--- config.mk ---
export PLATFORM = sky130hd
export DESIGN_NAME = gdr_ctrl
export DESIGN_NICKNAME = d
export VERILOG_FILES = /design/src/rtl/gdr_pkg.sv /design/src/rtl/gdr_ctrl.sv
export SDC_FILE = /design/constraint.sdc
export NUM_CORES = 1
export LEC_CHECK = 0
export BUFFER_PORTS_ARGS = -buffer_cell sky130_fd_sc_hd__buf_4
export CELL_PAD_IN_SITES_DETAIL_PLACEMENT = 0
export CELL_PAD_IN_SITES_GLOBAL_PLACEMENT = 1
export CORE_MARGIN = 4
export CORE_UTILIZATION = 36
export CTS_CLUSTER_SIZE = 25
export DETAILED_ROUTE_END_ITERATION = 12
export GPL_TIMING_DRIVEN = 0
export PLACE_DENSITY = 0.85
export SLEW_MARGIN = 20
export SYNTH_ARGS = -nofsm -noshare
export SYNTH_HDL_FRONTEND = slang
export SYNTH_SLANG_ARGS = --single-unit
--- constraint.sdc ---
create_clock -name clk -period 3.4 [get_ports clk]
set_input_delay 0.68 -clock clk [delete_from_list [all_inputs] [get_ports clk]]
set_output_delay 0.68 -clock clk [all_outputs]
set_load 0.005 [all_outputs]
--- src/rtl/gdr_pkg.sv ---
// ----------------------------------------------------------------------------
// gdr_pkg - shared types and constants of the grid dda raycast column unit
// map geometry, datapath widths, register indexes, divide ops, controller
// states and the command and status bundles between controller and datapath
// ----------------------------------------------------------------------------
package gdr_pkg;

    // map geometry
    localparam int MAP_WIDTH  = 64;
    localparam int MAP_HEIGHT = 64;
    localparam int MAP_CELLS  = MAP_WIDTH * MAP_HEIGHT;
    localparam int MAP_AW     = $clog2(MAP_CELLS);
    localparam int CLR_W      = MAP_AW + 1;
    localparam int COORD_W    = $clog2(MAP_WIDTH + MAP_HEIGHT) + 2;

    // divider widths
    localparam int DIVN_W = 48;
    localparam int DIVD_W = 33;
    localparam int DCNT_W = $clog2(DIVN_W);

    // fixed point limits
    localparam logic [23:0] PERP_MAX = 24'hFFFFFF;
    localparam logic [14:0] LH_MAX   = 15'h7FFF;

    // configuration register indexes
    localparam logic [2:0] REG_SCREEN_WIDTH  = 3'd0;
    localparam logic [2:0] REG_SCREEN_HEIGHT = 3'd1;
    localparam logic [2:0] REG_POS_X         = 3'd2;
    localparam logic [2:0] REG_POS_Y         = 3'd3;
    localparam logic [2:0] REG_DIR_X         = 3'd4;
    localparam logic [2:0] REG_DIR_Y         = 3'd5;
    localparam logic [2:0] REG_PLANE_X       = 3'd6;
    localparam logic [2:0] REG_PLANE_Y       = 3'd7;

    // operation run on the shared divider
    typedef enum logic [2:0] {
        OP_CAM,
        OP_DX,
        OP_DY,
        OP_PERP,
        OP_LH,
        OP_T0,
        OP_T1
    } div_op_t;

    typedef enum logic [3:0] {
        S_CLEAR,
        S_IDLE,
        S_DIV_GO,
        S_DIV_WAIT,
        S_RAY_MUL,
        S_RAY_ADD,
        S_SIDE_MUL,
        S_STEP,
        S_CHECK,
        S_T_MUL,
        S_DONE
    } ctrl_state_t;

    typedef struct packed {
        logic    accept;
        logic    clr_step;
        logic    div_start;
        logic    div_capture;
        div_op_t op;
        logic    ray_mul;
        logic    ray_add;
        logic    side_mul;
        logic    step;
        logic    t_mul;
        logic    load_out;
    } gdr_cmd_t;

    typedef struct packed {
        logic clr_done;
        logic div_done;
        logic escape_now;
        logic wall_hit;
        logic out_free;
    } gdr_sts_t;

endpackage

--- src/rtl/gdr_ctrl.sv ---
// ----------------------------------------------------------------------------
// gdr_ctrl - sequencer of the raycast column unit
// runs the clearing pass, takes items, sequences the divides, the dda walk
// and the result hand-off
// ----------------------------------------------------------------------------
module gdr_ctrl (
    input  logic               clk,
    input  logic               rst_n,
    input  logic               in_valid,
    input  logic               action,
    output logic               in_ready,
    input  gdr_pkg::gdr_sts_t  sts,
    output gdr_pkg::gdr_cmd_t  cmd
);

    gdr_pkg::ctrl_state_t state_reg, state_next;
    gdr_pkg::div_op_t     op_reg, op_next;

    // state and op registers
    always_ff @(posedge clk or negedge rst_n)
    begin
        if (!rst_n)
        begin
            state_reg <= gdr_pkg::S_CLEAR;
            op_reg    <= gdr_pkg::OP_CAM;
        end
        else
        begin
            state_reg <= state_next;
            op_reg    <= op_next;
        end
    end

    // next state
    always_comb
    begin
        state_next = state_reg;
        op_next    = op_reg;
        unique case (state_reg)
            gdr_pkg::S_CLEAR:
            begin
                if (sts.clr_done)
                    state_next = gdr_pkg::S_IDLE;
            end
            gdr_pkg::S_IDLE:
            begin
                if (in_valid && action)
                begin
                    state_next = gdr_pkg::S_DIV_GO;
                    op_next    = gdr_pkg::OP_CAM;
                end
            end
            gdr_pkg::S_DIV_GO:
            begin
                state_next = gdr_pkg::S_DIV_WAIT;
            end
            gdr_pkg::S_DIV_WAIT:
            begin
                if (sts.div_done)
                begin
                    case (op_reg)
                        gdr_pkg::OP_CAM:  state_next = gdr_pkg::S_RAY_MUL;
                        gdr_pkg::OP_DX:
                        begin
                            state_next = gdr_pkg::S_DIV_GO;
                            op_next    = gdr_pkg::OP_DY;
                        end
                        gdr_pkg::OP_DY:   state_next = gdr_pkg::S_SIDE_MUL;
                        gdr_pkg::OP_PERP:
                        begin
                            state_next = gdr_pkg::S_DIV_GO;
                            op_next    = gdr_pkg::OP_LH;
                        end
                        gdr_pkg::OP_LH:   state_next = gdr_pkg::S_T_MUL;
                        gdr_pkg::OP_T0:
                        begin
                            state_next = gdr_pkg::S_DIV_GO;
                            op_next    = gdr_pkg::OP_T1;
                        end
                        gdr_pkg::OP_T1:   state_next = gdr_pkg::S_DONE;
                        default:          state_next = gdr_pkg::S_IDLE;
                    endcase
                end
            end
            gdr_pkg::S_RAY_MUL:
            begin
                state_next = gdr_pkg::S_RAY_ADD;
            end
            gdr_pkg::S_RAY_ADD:
            begin
                state_next = gdr_pkg::S_DIV_GO;
                op_next    = gdr_pkg::OP_DX;
            end
            gdr_pkg::S_SIDE_MUL:
            begin
                state_next = gdr_pkg::S_STEP;
            end
            gdr_pkg::S_STEP:
            begin
                state_next = sts.escape_now ? gdr_pkg::S_DONE : gdr_pkg::S_CHECK;
            end
            gdr_pkg::S_CHECK:
            begin
                if (sts.wall_hit)
                begin
                    state_next = gdr_pkg::S_DIV_GO;
                    op_next    = gdr_pkg::OP_PERP;
                end
                else
                begin
                    state_next = gdr_pkg::S_STEP;
                end
            end
            gdr_pkg::S_T_MUL:
            begin
                state_next = gdr_pkg::S_DIV_GO;
                op_next    = gdr_pkg::OP_T0;
            end
            gdr_pkg::S_DONE:
            begin
                if (sts.out_free)
                    state_next = gdr_pkg::S_IDLE;
            end
            default:
            begin
                state_next = gdr_pkg::S_IDLE;
            end
        endcase
    end

    // command outputs
    always_comb
    begin
        cmd      = '0;
        cmd.op   = op_reg;
        in_ready = 1'b0;
        unique case (state_reg)
            gdr_pkg::S_CLEAR:    cmd.clr_step = 1'b1;
            gdr_pkg::S_IDLE:
            begin
                in_ready   = 1'b1;
                cmd.accept = in_valid;
            end
            gdr_pkg::S_DIV_GO:   cmd.div_start   = 1'b1;
            gdr_pkg::S_DIV_WAIT: cmd.div_capture = sts.div_done;
            gdr_pkg::S_RAY_MUL:  cmd.ray_mul     = 1'b1;
            gdr_pkg::S_RAY_ADD:  cmd.ray_add     = 1'b1;
            gdr_pkg::S_SIDE_MUL: cmd.side_mul    = 1'b1;
            gdr_pkg::S_STEP:     cmd.step        = 1'b1;
            gdr_pkg::S_CHECK:    cmd.step        = 1'b0;
            gdr_pkg::S_T_MUL:    cmd.t_mul       = 1'b1;
            gdr_pkg::S_DONE:     cmd.load_out    = sts.out_free;
            default:             cmd.step        = 1'b0;
        endcase
    end

endmodule

Word level (Yosys, flattened, before mapping):

Cells that the tools add are included.

* memories kept: 0
* flip-flop bits (word level): 7
* bits in latches: 0
* memory bits (read-only): 0
* output and inout port bits: 14
* bits of input ports: 9
* RAM bits: 0

* $add $sub $neg: 0
* order comparisons: 0
* bitwise operators: 0
* eq/ne operators: 22
* shift operators: 0
* reductions and logical operators: 8
* multipliers: 0
* muxes and demuxes: 24
* divide/modulo/power cells: 0

Operators by type and width (count)
* $pmux 4 s10: 1
* $pmux 4 s5: 1
* $eq 4x3->1 const B: 4
* $mux 4: 4
* $pmux 3 s5: 1
* $eq 4x4->1 const B: 3
* $mux 3: 4
* $mux 1: 11
* $ne 2x2->1 const B: 5
* $eq 3x3->1 const B: 3
* $pmux 3 s3: 1
* $eq 4x2->1 const B: 2
* $eq 3x2->1 const B: 2
* $reduce_and 5->1: 1
* $reduce_bool 5->1: 1
* $eq 4x1->1 const B: 1
* $logic_not 4->1: 1
* $ne 4x4->1 const B: 1
* $reduce_and 4->1: 1
* $eq 3x1->1 const B: 1
* $logic_not 3->1: 1
* $reduce_or 3->1: 1
* $mux 2: 1
* $reduce_or 2->1: 1
* $logic_and 1x1->1: 1

Logic depth before layout (Yosys ltp):

Gate-level depths: netlist (run 1).

* word-level depth: 5
* mapped depth: 6
* mapped depth without buffers: 5

Least setup slack after synthesis (run 1):

Ideal clock, no wire load.

* kind: flip-flop to output port
* start: register state_reg[1]
* end: output port cmd[0] (netlist name)
* arrival: 1.035 ns
* path slack: 1.684 ns
* data required time: 2.720 ns
* stages on the path, launching flop included: 5
* cells stage by stage: dfrtp_1 buf_6 clkbuf_1 nand2b_1 nor3_1

RTL lines
* start: declaration: RTL line gdr_ctrl.sv:16 `gdr_pkg::ctrl_state_t state_reg, state_next;`
* start signal: assignment: RTL line gdr_ctrl.sv:24 `state_reg <= gdr_pkg::S_CLEAR;`
* start signal: assignment: RTL line gdr_ctrl.sv:29 `state_reg <= state_next;`
* end: declaration: RTL line gdr_ctrl.sv:13 `output gdr_pkg::gdr_cmd_t cmd`

==> impl_results.md, run 1 <==
- Run status: finished, final reports clean
- DRC Markers: 0
- Pleak: about 0.38 nW
- Layout Skew: between 0.003 and 0.004 ns
- Largest register FFs: 4
- Number of global-route vias before repair: 692
- Hold Crit Class: in2async
- Placer Congestion: 0.823
- Slew Viols, Final: 0
- Hpwl dp: ~1.3 mm
- Tot GR Track Use: ~14%
- Power Density: between 800 and 900 mW/mm^2
- H-tree Lvls: 1
- Post-CTS setup buffer count: 0
- Max clock buf depth: 2
- Total negative slack: 0 ns
- Die width: around 51 um
- Met2 Use GR: a little over a fifth
- CP Cell Sequence: buf_6 -> clkbuf_1 -> nand2b_1 -> nor3_1 -> buf_4
- Post-Synthesis Cell Area: about 670 sq um
- Input/output buffers: 22
- CTS tree: yes
- Net count after synthesis: 98
- RSZ-0062 raised after global routing: no
- Synth area leaders: dfrtp_1 26%, nand2_1 5.6%, nand2b_1 5.6%
- First-pass GRT wire length: between 2 and 3 mm
- Cell Int Power: 397 uW
- MaxCap Viol Count: 0
- M3 GR Usage: less than 1%
- Share of the synthesized area in the top cell type: 26.1%
- Layout Nets: ~130
- Cells resized by post-CTS repair: 0
- Fmax: between 0.4 and 0.5 GHz
- TritonRoute pass-1 iters: 4
- Synth Area per Inst: ~7.5 sq um
- Initial antenna violation count: 0
- Largest net degree at the start of global routing: 11
- Min Tclk post-route: around 2.3 ns
- Sw power: 323 uW
- Smallest hold slack: 0.234 ns
- Arrival time of the worst setup path: 1.57 ns
- Post-route core utilization: around 51%
- Yosys reg bits: 7
- Critical Path End Type: primary output
- CP max stage delay: about 0.36 ns
- Layout cells sized above 1: ~29%
- Reg clk slew, reported paths: around 0.06 ns
- Net Sw Frac: approximately 45%
- Clk_lat worst skew: ~0.25 ns
- Hold Violations, Final: 0
- Synth Flop Type: dfrtp_1
- Gr busiest metal: met2
- Root Driver: clkbuf_4
- Cell Area, Placed: about 870 sq um
- Crit start category: register
- Die span in y: approximately 50 um
- Grt total ovfl: 0
- Met1 usage: 20.4%
- Post-synthesis sequential area ratio: between 20% and 30%
- Crit path launch: state_reg[1]
- Detail Route Antenna Nets: 0
- Area Growth Syn to Fin: 33.1%
- Vias: between 700 and 800
- Final Setup Violations: 0
- Diodes inserted: 0
- DR vias/cell: between 5 and 6
- CP max-delay cell: clkbuf_1
- Count leader, synth: nand2_1
- Worst slew pin tran: between 0.4 and 0.5 ns
- Worst vdd ir: roughly 320 uV
- CTS buffer count: 3
- Die ar.: 0.00262 sq mm
- Initial core utilization: 38.5%
- Kind of critical path: reg2out
- FFs w/ async S/R, synth: 100%
- Hold_buf cts: 0
- Pwr Total: ~720 uW
- Cell Rows: 15
- Crit share post-route: 66.3%
- Clock Sinks: 7
- Post-route cell area: about 900 sq um
- Detailed Route WL: between 1.5 and 2 mm
- Max transition margin: 70.9%
- Synth warn: 0
- Post-synth top area cell: dfrtp_1
- Number of synthesized flops with an enable pin: 0
- Req. time, crit path: ~2.7 ns
- DRT iter0 DRCs: 5
- Crit Reg-Reg Startpoint: state_reg[2]
- Cell count after synthesis: 89
- Combinational fraction of design power: roughly 68%
- Max FO, Critical Path: 10
- Wire per inst: ~12 um
- Clk pwr share: 10.5%
- Sequential share of power: a little over a fifth
- Io pins: 23
- Post-synth top cells: 10 x nand2_1, 9 x nor2_1, 7 x dfrtp_1
- Netlist cell types: 36
- Core area: between 0.0015 and 0.002 sq mm
-- path summary, 6_finish.rpt --
kind / end / slack [ns] / cells past startpoint
max: cmd[10] / 1.15 / 5
min: op_reg[2] / 0.23 / 1
max reg2reg: op_reg[2] / 1.79 / 5
min reg2reg: op_reg[1] / 0.69 / 2
max in group asynchronous: state_reg[3] / 3.04 / 1
min in group clk: state_reg[3] / 0.65 / 2
-- kinds of logic after synthesis --
group,count (synthesis),synth area share (%)
AO/OA/AOI/OAI,24,24.0
flip-flops,7,26.1
AND/OR/NAND/NOR,47,40.6
XOR/XNOR,1,1.30
buffers and inverters,9,6.52
multiplexers,1,1.49
-- critical path, delay by kind of cell (launching register included) --
family / cells / cell delay (ns)
flops: 1 / 0.34
buf+inv: 3 / 0.64
simple gates: 2 / 0.34
-- placed cells by master, fill, tap and decap left out, drive strengths merged, types with 2 or more instances in the layout --
| cell type | instances |
|---|---|
| nor3 | 6 |
| buf | 25 |
| nand3b | 2 |
| a41oi | 2 |
| o21a | 2 |
| o211ai | 2 |
| inv | 2 |
| clkbuf | 8 |
| dfrtp | 7 |
| nor2 | 9 |
| nand2b | 7 |
| nand3 | 4 |
| nand2 | 10 |
| and2 | 2 |
| a21oi | 6 |
| o21ai | 5 |
-- layer usage --
metal | vias to the layer above | wire length (um)
li1 | 376 | -
met1 | 343 | 846
met2 | 15 | 815
met3 | 2 | 60
met4 | 0 | 19
met5 | - | 0
-- power by group through the flow --
| stage | Sequential, mW | Combinational, mW | Clock [mW] |
|---|---|---|---|
| detailed placement | 0.154 | 0.491 | 0 |
| floorplan | 0.148 | 0.347 | 0 |
| finish | 0.152 | 0.492 | 0.0757 |
| global placement | 0.154 | 0.490 | 0 |
| CTS | 0.153 | 0.494 | 0.0763 |
| global route | 0.157 | 0.549 | 0.0800 |
-- per-stage QoR --
step / worst slack [ns] / instances
floorplan: 1.68 / 89
CTS: 1.16 / 140
global route: 0.975 / 140
global placement: 1.44 / 136
detailed placement: 1.43 / 136
finish: 1.15 / 140
-- final cells by class --
cell class              count  area (sq um)
flip-flops and latches      7           175
fillers                   181           851
inverters                   2          7.51
well taps                  25          31.3
repair buffers             22           165
plain buffers               7          36.3
multi-input cells          73           453
clock buffers               4          26.3
No activity file was read; power rests on OpenSTA's default activity.
==> run 2, diff against run 1 <==
- CORE_UTILIZATION: 36 -> 30
- PLACE_DENSITY: 0.85 -> 0.76
- clock period: 3.4 -> 1.9 ns (I/O delays scaled with it)
==> run 2 against run 1 <==
  * Utilization down 6.7 points
  * Sequential share of layout area shrank 0.19 points
  * Sequential cell count is the same
  * Clock power increased by 72%
  * Critical endpoint is now cmd[5]
  * Die area grew 17%
  * Critical path type unchanged
  * Critical path depth fell by 1
  * First-iteration DRC count rose by 40%
  * Clock skew barely moved
  * Final cell count grew 1.4%
  * Setup slack lost 1.0 ns
  * Global-route usage decreased by 1.1 points
  * Wire length increased by 4.9%
==> impl_results.md, run 2 (synthesized netlist as in run 1, its figures left out) <==
- Path depth of the worst reg2reg path: 5 (unchanged)
- Worst R2R End: op_reg[2]
- Smallest hold slack: 0.381 ns (+0.148 ns)
- Worst setup margin: 0.111 ns (-1.03 ns)
- DR vias/cell: 5.12 (-2.6%)
- Hold Violations, Final: 0 (unchanged)
- First-pass GRT wire length: 3.27 mm (+13%)
- Layout Skew: 0.00384 ns (+0.000308 ns)
- Critical Path End Type: primary output
- Area Growth Syn to Fin: 35.4%
- Pre-CTS setup slack: 0.242 ns (-1.19 ns)
- Final non-filler cell total: 142 (+1.4%)
- Grt total ovfl: 0 (unchanged)
- MaxCap Viol Count: 0 (unchanged)
- Largest register FFs: 4 (unchanged)
- Diodes inserted: 0 (unchanged)
- R2R Setup Slk: 0.27 ns (-1.52 ns)
- HP Start: sts[0]
- Hpwl dp: 1.44 mm (+7.1%)
- Die width: 55.3 um (+8.1%)
- Net Sw Frac: 44.5% (-0.41 points)
- Arrival time of the worst setup path: 1.41 ns (-0.16 ns)
- Fmax: about 0.56 GHz
- Min Tclk post-route: 1.79 ns
- Total negative slack: 0 ns (unchanged)
- Pleak: 0.391 nW (+1.9%)
- Initial antenna violation count: 0 (unchanged)
- Sw power: 574 uW (+78%)
- Max clock buf depth: 2 (unchanged)
- Layout cells sized above 1: 31.3% (+2.6 points)
- Most frequent cells in the layout: 22 x buf_4, 10 x nand2_1, 9 x nor2_1
- Largest net degree at the start of global routing: 20 (+9)
- Reg area: 176 sq um (+0.71%)
- Initial core utilization: 32.9% (-5.6 points)
- Post-CTS setup buffer count: 0 (unchanged)
- Req. time, crit path: 1.52 ns (-1.20 ns)
- Hold Crit Endpoint: state_reg[3]
- Max transition margin: 78.0% (+7.1 points)
- Wire per inst: 12.9 um (+3.5%)
- DRC Markers: 0 (unchanged)
- Cell Int Power: 717 uW (+81%)
- Slew Viols, Final: 0 (unchanged)
- Hold Crit Class: in2reg
- Detailed Route WL: 1.83 mm (+4.9%)
- DRT iter0 DRCs: 7 (+2)
- Input/output buffers: 22 (unchanged)
- Area taken by multi-input logic gates: 453 sq um (unchanged)
- Detail Route Antenna Nets: 0 (unchanged)
- Worst vdd ir: 569 uV (+81%)
- Pwr Total: 1.29 mW (+79%)
- TritonRoute pass-1 iters: 4 (unchanged)
- Layout Nets: 125 (unchanged)
- CTS tree: yes
- Clock Sinks: 7 (unchanged)
- Filler Cells Inserted: 229 (+27%)
- Worst slew pin tran: 0.330 ns (-0.106 ns)
- RSZ-0062 raised after global routing: no
- Run status: finished, final reports clean
- Tot GR Track Use: 13.0% (-1.1 points)
- Die ar.: 0.00306 sq mm (+17%)
- Hold path cells: 2
- H-tree Lvls: 1 (unchanged)
- Crit start category: register
- Die span in y: 55.3 um (+8.1%)
- Max FO, Critical Path: 10 (unchanged)
- Clk pwr share: 10.0% (-0.5 points)
- Vias: 727 (-1.2%)
- Power Density: 1420 mW/mm^2 (+76%)
- Cell Rows: 16 (+1)
- Combinational fraction of design power: 68.4% (about the same)
- Crit Reg-Reg Startpoint: state_reg[2]
- Crit share post-route: 94.2%
- Most common cell after layout, fill and taps aside: buf_4
- Clk_lat worst skew: 0.25 ns (about the same)
- CTS buffer count: 3 (unchanged)
- Sequential share of power: 21.5% (+0.3 points)
- Root Driver: clkbuf_4
- Io pins: 23 (unchanged)
- Number of global-route vias before repair: 713 (+3.0%)
- Kind of critical path: reg2out
- Reg clk slew, reported paths: 0.05 ns (about the same)
- Placed Cells: 138 (+1.5%)
- Final Setup Violations: 0 (unchanged)
- Placer Congestion: 0.772 (-6.3%)
- Core area: 0.00204 sq mm (+17%)
-- run 2: timing repair --
item                                   CTS  global route
resized for setup                        1             5
endpoints found under the hold margin    7             0
setup endpoints to repair                2             3
hold buffers                             1             0
-- run 2: cell type report --
cell class,count,area share (%)
multi-input cells,73,49.8
flip-flops and latches,7,19.4
well taps,27,3.71
plain buffers,6,4.13
inverters,2,0.825
repair buffers,23,19.3
clock buffers,4,2.89
-- run 2: worst max path at each step --
| stage | startpoint | to | slack (ns) | cells past startpoint |
|---|---|---|---|---|
| detailed placement | state_reg[1] | cmd[0] | 0.24 | 5 |
| finish | state_reg[3] | cmd[5] | 0.11 | 4 |
| floorplan | state_reg[3] | op_reg[2] | 0.42 | 5 |
| CTS | state_reg[0] | cmd[0] | 0.06 | 4 |
| global route | state_reg[3] | cmd[5] | 0.005 | 4 |
| global placement | state_reg[1] | cmd[0] | 0.22 | 5 |
-- run 2: worst max-delay path, cell delays in order, from the launching register on --
cell      delay (ns)
dfrtp_1         0.45
clkbuf_4        0.21
nand2b_1        0.21
nor3_1          0.16
buf_4           0.14
-- run 2: metal layers --
metal / up-vias / global-route usage, % / wire [um]
met5: - / 0 / 0
met4: 0 / 7.29 / 20
met3: 2 / 1.40 / 56
met2: 14 / 19.3 / 848
met1: 335 / 18.3 / 901
li1: 376 / - / -
-- run 2: stage by stage --
stage | instance area (sq um) | util, %
after floorplan | 672 | -
after global placement | 871 | 42.6
after detailed placement | 871 | 42.6
after CTS | 905 | 44.3
after global routing | 910 | 44.5
final | 910 | 44.5
-- run 2: power by group through the flow --
stage	sequential, mW	clock [mW]	combinational (mW)
2_1_floorplan	0.265	0	0.620
3_3_place_gp	0.279	0	0.882
3_5_place_dp	0.277	0	0.882
4_1_cts	0.276	0.135	0.885
5_1_grt	0.295	0.147	0.990
6_report	0.278	0.130	0.884
==> run 3, diff against run 2 <==
- CORE_ASPECT_RATIO: default -> 1.2
==> run 3 against run 2 <==
  * Non-clock buffer count unchanged
  * Setup slack worse by 0.014 ns
  * Power up 1.8%
  * Sequential share of layout area fell by 0.18 points
  * Final cell count is 2.1% higher
  * Largest cell class unchanged
  * Highest routed layer unchanged
==> impl_results.md, run 3 (synthesized netlist as in run 1, its figures left out) <==
- Run status: finished, final reports clean
- Core area: 0.00209 sq mm (+2.6%)
- H-tree Lvls: 1 (unchanged)
- Most frequent cells in the layout: 22 x buf_4, 10 x nand2_1, 9 x nor2_1, 6 x nand2b_1
- Placer Congestion: 0.816 (+5.7%)
- Most common cell after layout, fill and taps aside: buf_4
- M3 GR Usage: 1.75% (+0.35 points)
- Layout cells sized above 1: 33.0% (+1.7 points)
- Max FO, Critical Path: 10 (unchanged)
- Die ar.: 0.00306 sq mm (about the same)
- Pre-CTS setup slack: 0.198 ns (-0.0444 ns)
- Worst slew pin tran: 0.451 ns (+0.122 ns)
- Grt total ovfl: 0 (unchanged)
- TritonRoute pass-1 iters: 4 (unchanged)
- Io pins: 23 (unchanged)
- Hpwl dp: 1.47 mm (+1.6%)
- Layout Skew: 0.00377 ns (-0.0000754 ns)
- Die width: 51.2 um (-7.5%)
- Detail Route Antenna Nets: 0 (unchanged)
- Tot GR Track Use: 13.7% (+0.61 points)
- Filler Cells Inserted: 223 (-2.6%)
- Die span in y: 59.8 um (+8.2%)
- Layout Nets: 125 (unchanged)
- Met2 Use GR: 24.5% (+5.2 points)
- DR vias/cell: 5.22 (+2.0%)
- Path depth of the worst reg2reg path: 5 (unchanged)
- Max clock buf depth: 2 (unchanged)
- Hold Violations, Final: 0 (unchanged)
- Largest register FFs: 4 (unchanged)
- Crit share post-route: 94.9% (+0.75 points)
- Gr busiest metal: met2
- Root Driver: clkbuf_4
- Detailed Route WL: 1.90 mm (+3.8%)
- Arrival time of the worst setup path: 1.42 ns (about the same)
- Final Setup Violations: 0 (unchanged)
- Worst setup margin: 0.0964 ns (-0.0143 ns)
- Pleak: 0.387 nW (-1.0%)
- Min Tclk post-route: 1.80 ns (+0.0143 ns)
- Req. time, crit path: 1.52 ns (about the same)
- Wire per inst: 13.1 um (+1.7%)
- Pwr Total: 1.31 mW (+1.8%)
- RSZ-0062 raised after global routing: no
- Input/output buffers: 22 (unchanged)
- Number of global-route vias before repair: 760 (+6.6%)
- Hold path cells: 2 (unchanged)
- Max transition margin: 69.9% (-8.1 points)
- Initial antenna violation count: 0 (unchanged)
- Slew Viols, Final: 0 (unchanged)
- Area taken by multi-input logic gates: 464 sq um (+2.5%)
- Crit start category: register
- Total negative slack: 0 ns (unchanged)
- CTS tree: yes
- Vias: 757 (+4.1%)
- Largest net degree at the start of global routing: 20 (unchanged)
- Critical Path End Type: primary output
- Fmax: 0.554 GHz (-0.79%)
- Diodes inserted: 0 (unchanged)
- Clock Sinks: 7 (unchanged)
- Kind of critical path: reg2out
- Area Growth Syn to Fin: 37.6%
- Hold Crit Class: in2reg
- DRC Markers: 0 (unchanged)
- Initial core utilization: 32.1% (-0.83 points)
- CTS buffer count: 3 (unchanged)
- Reg area: 178 sq um (+0.71%)
- First-pass GRT wire length: 3.27 mm (unchanged)
- Power Density: 1420 mW/mm^2 (+0.13%)
- Clk_lat worst skew: 0.24 ns (about the same)
- Worst vdd ir: 470 uV (-17%)
- Met1 usage: 16.4% (-1.9 points)
- Post-CTS setup buffer count: 0 (unchanged)
- Cell Rows: 18 (+2)
- MaxCap Viol Count: 0 (unchanged)
- DRT iter0 DRCs: 23 (+16)
- Reg clk slew, reported paths: 0.05 ns (about the same)
==> run 3: cell counts in the layout (fill, tap and decap cells not counted) <==
No cell type changed its count.
==> run 3: final timing paths <==
| kind | startpoint | to | slack, ns |
|---|---|---|---|
| min reg2reg | op_reg[1] | op_reg[1] | 0.69 |
| min in group asynchronous | rst_n | op_reg[2] | 0.48 |
| max | state_reg[2] | cmd[10] | 0.1 |
| max reg2reg | state_reg[2] | op_reg[2] | 0.27 |
| min | sts[0] | state_reg[3] | 0.36 |
| max in group asynchronous | rst_n | state_reg[3] | 1.28 |
==> run 3: power by group <==
part / total (mW) / switching (mW) / internal [mW]
Combinational: 0.900 / 0.469 / 0.432
Sequential: 0.280 / 0.0697 / 0.210
Clock: 0.134 / 0.0540 / 0.0801
==> run 3: layer usage <==
| layer | wire (um) | part of all wire, % | vias up |
|---|---|---|---|
| li1 | - | - | 378 |
| met1 | 764 | 40 | 355 |
| met2 | 1030 | 54 | 20 |
| met3 | 72 | 3.8 | 4 |
| met4 | 29 | 1.5 | 0 |
| met5 | 0 | 0 | - |
==> run 3: metrics by stage <==
step / cell area (sq um) / utilization, % / std cells / hold slack, ns
final: 925 / 44.1 / 145 / 0.359
after global routing: 925 / 44.1 / 145 / 0.364
after CTS: 908 / 43.4 / 145 / 0.355
after floorplan: 672 / - / 89 / 0.0844
after detailed placement: 875 / 41.8 / 141 / 0.196
after global placement: 875 / 41.8 / 141 / 0.196
==> run 3: critical path, cell delays in order, from the launching register on <==
cell      delay [ns]
dfrtp_1         0.50
clkbuf_1        0.41
nor3_1          0.12
buf_4           0.15
==> run 3: cell type report <==
cell class | count | area share (%)
multi-input cells | 73 | 50.2
flip-flops and latches | 7 | 19.2
repair buffers | 23 | 18.9
well taps | 30 | 4.06
plain buffers | 6 | 3.92
clock buffers | 4 | 2.84
inverters | 2 | 0.812
==> run 3: timing repair <==
| item | CTS | global route |
|---|---|---|
| hold buffers | 1 | 0 |
| endpoints found under the hold margin | 7 | 0 |
| resized for setup | 1 | 6 |
| endpoints found under the setup margin | 3 | 6 |
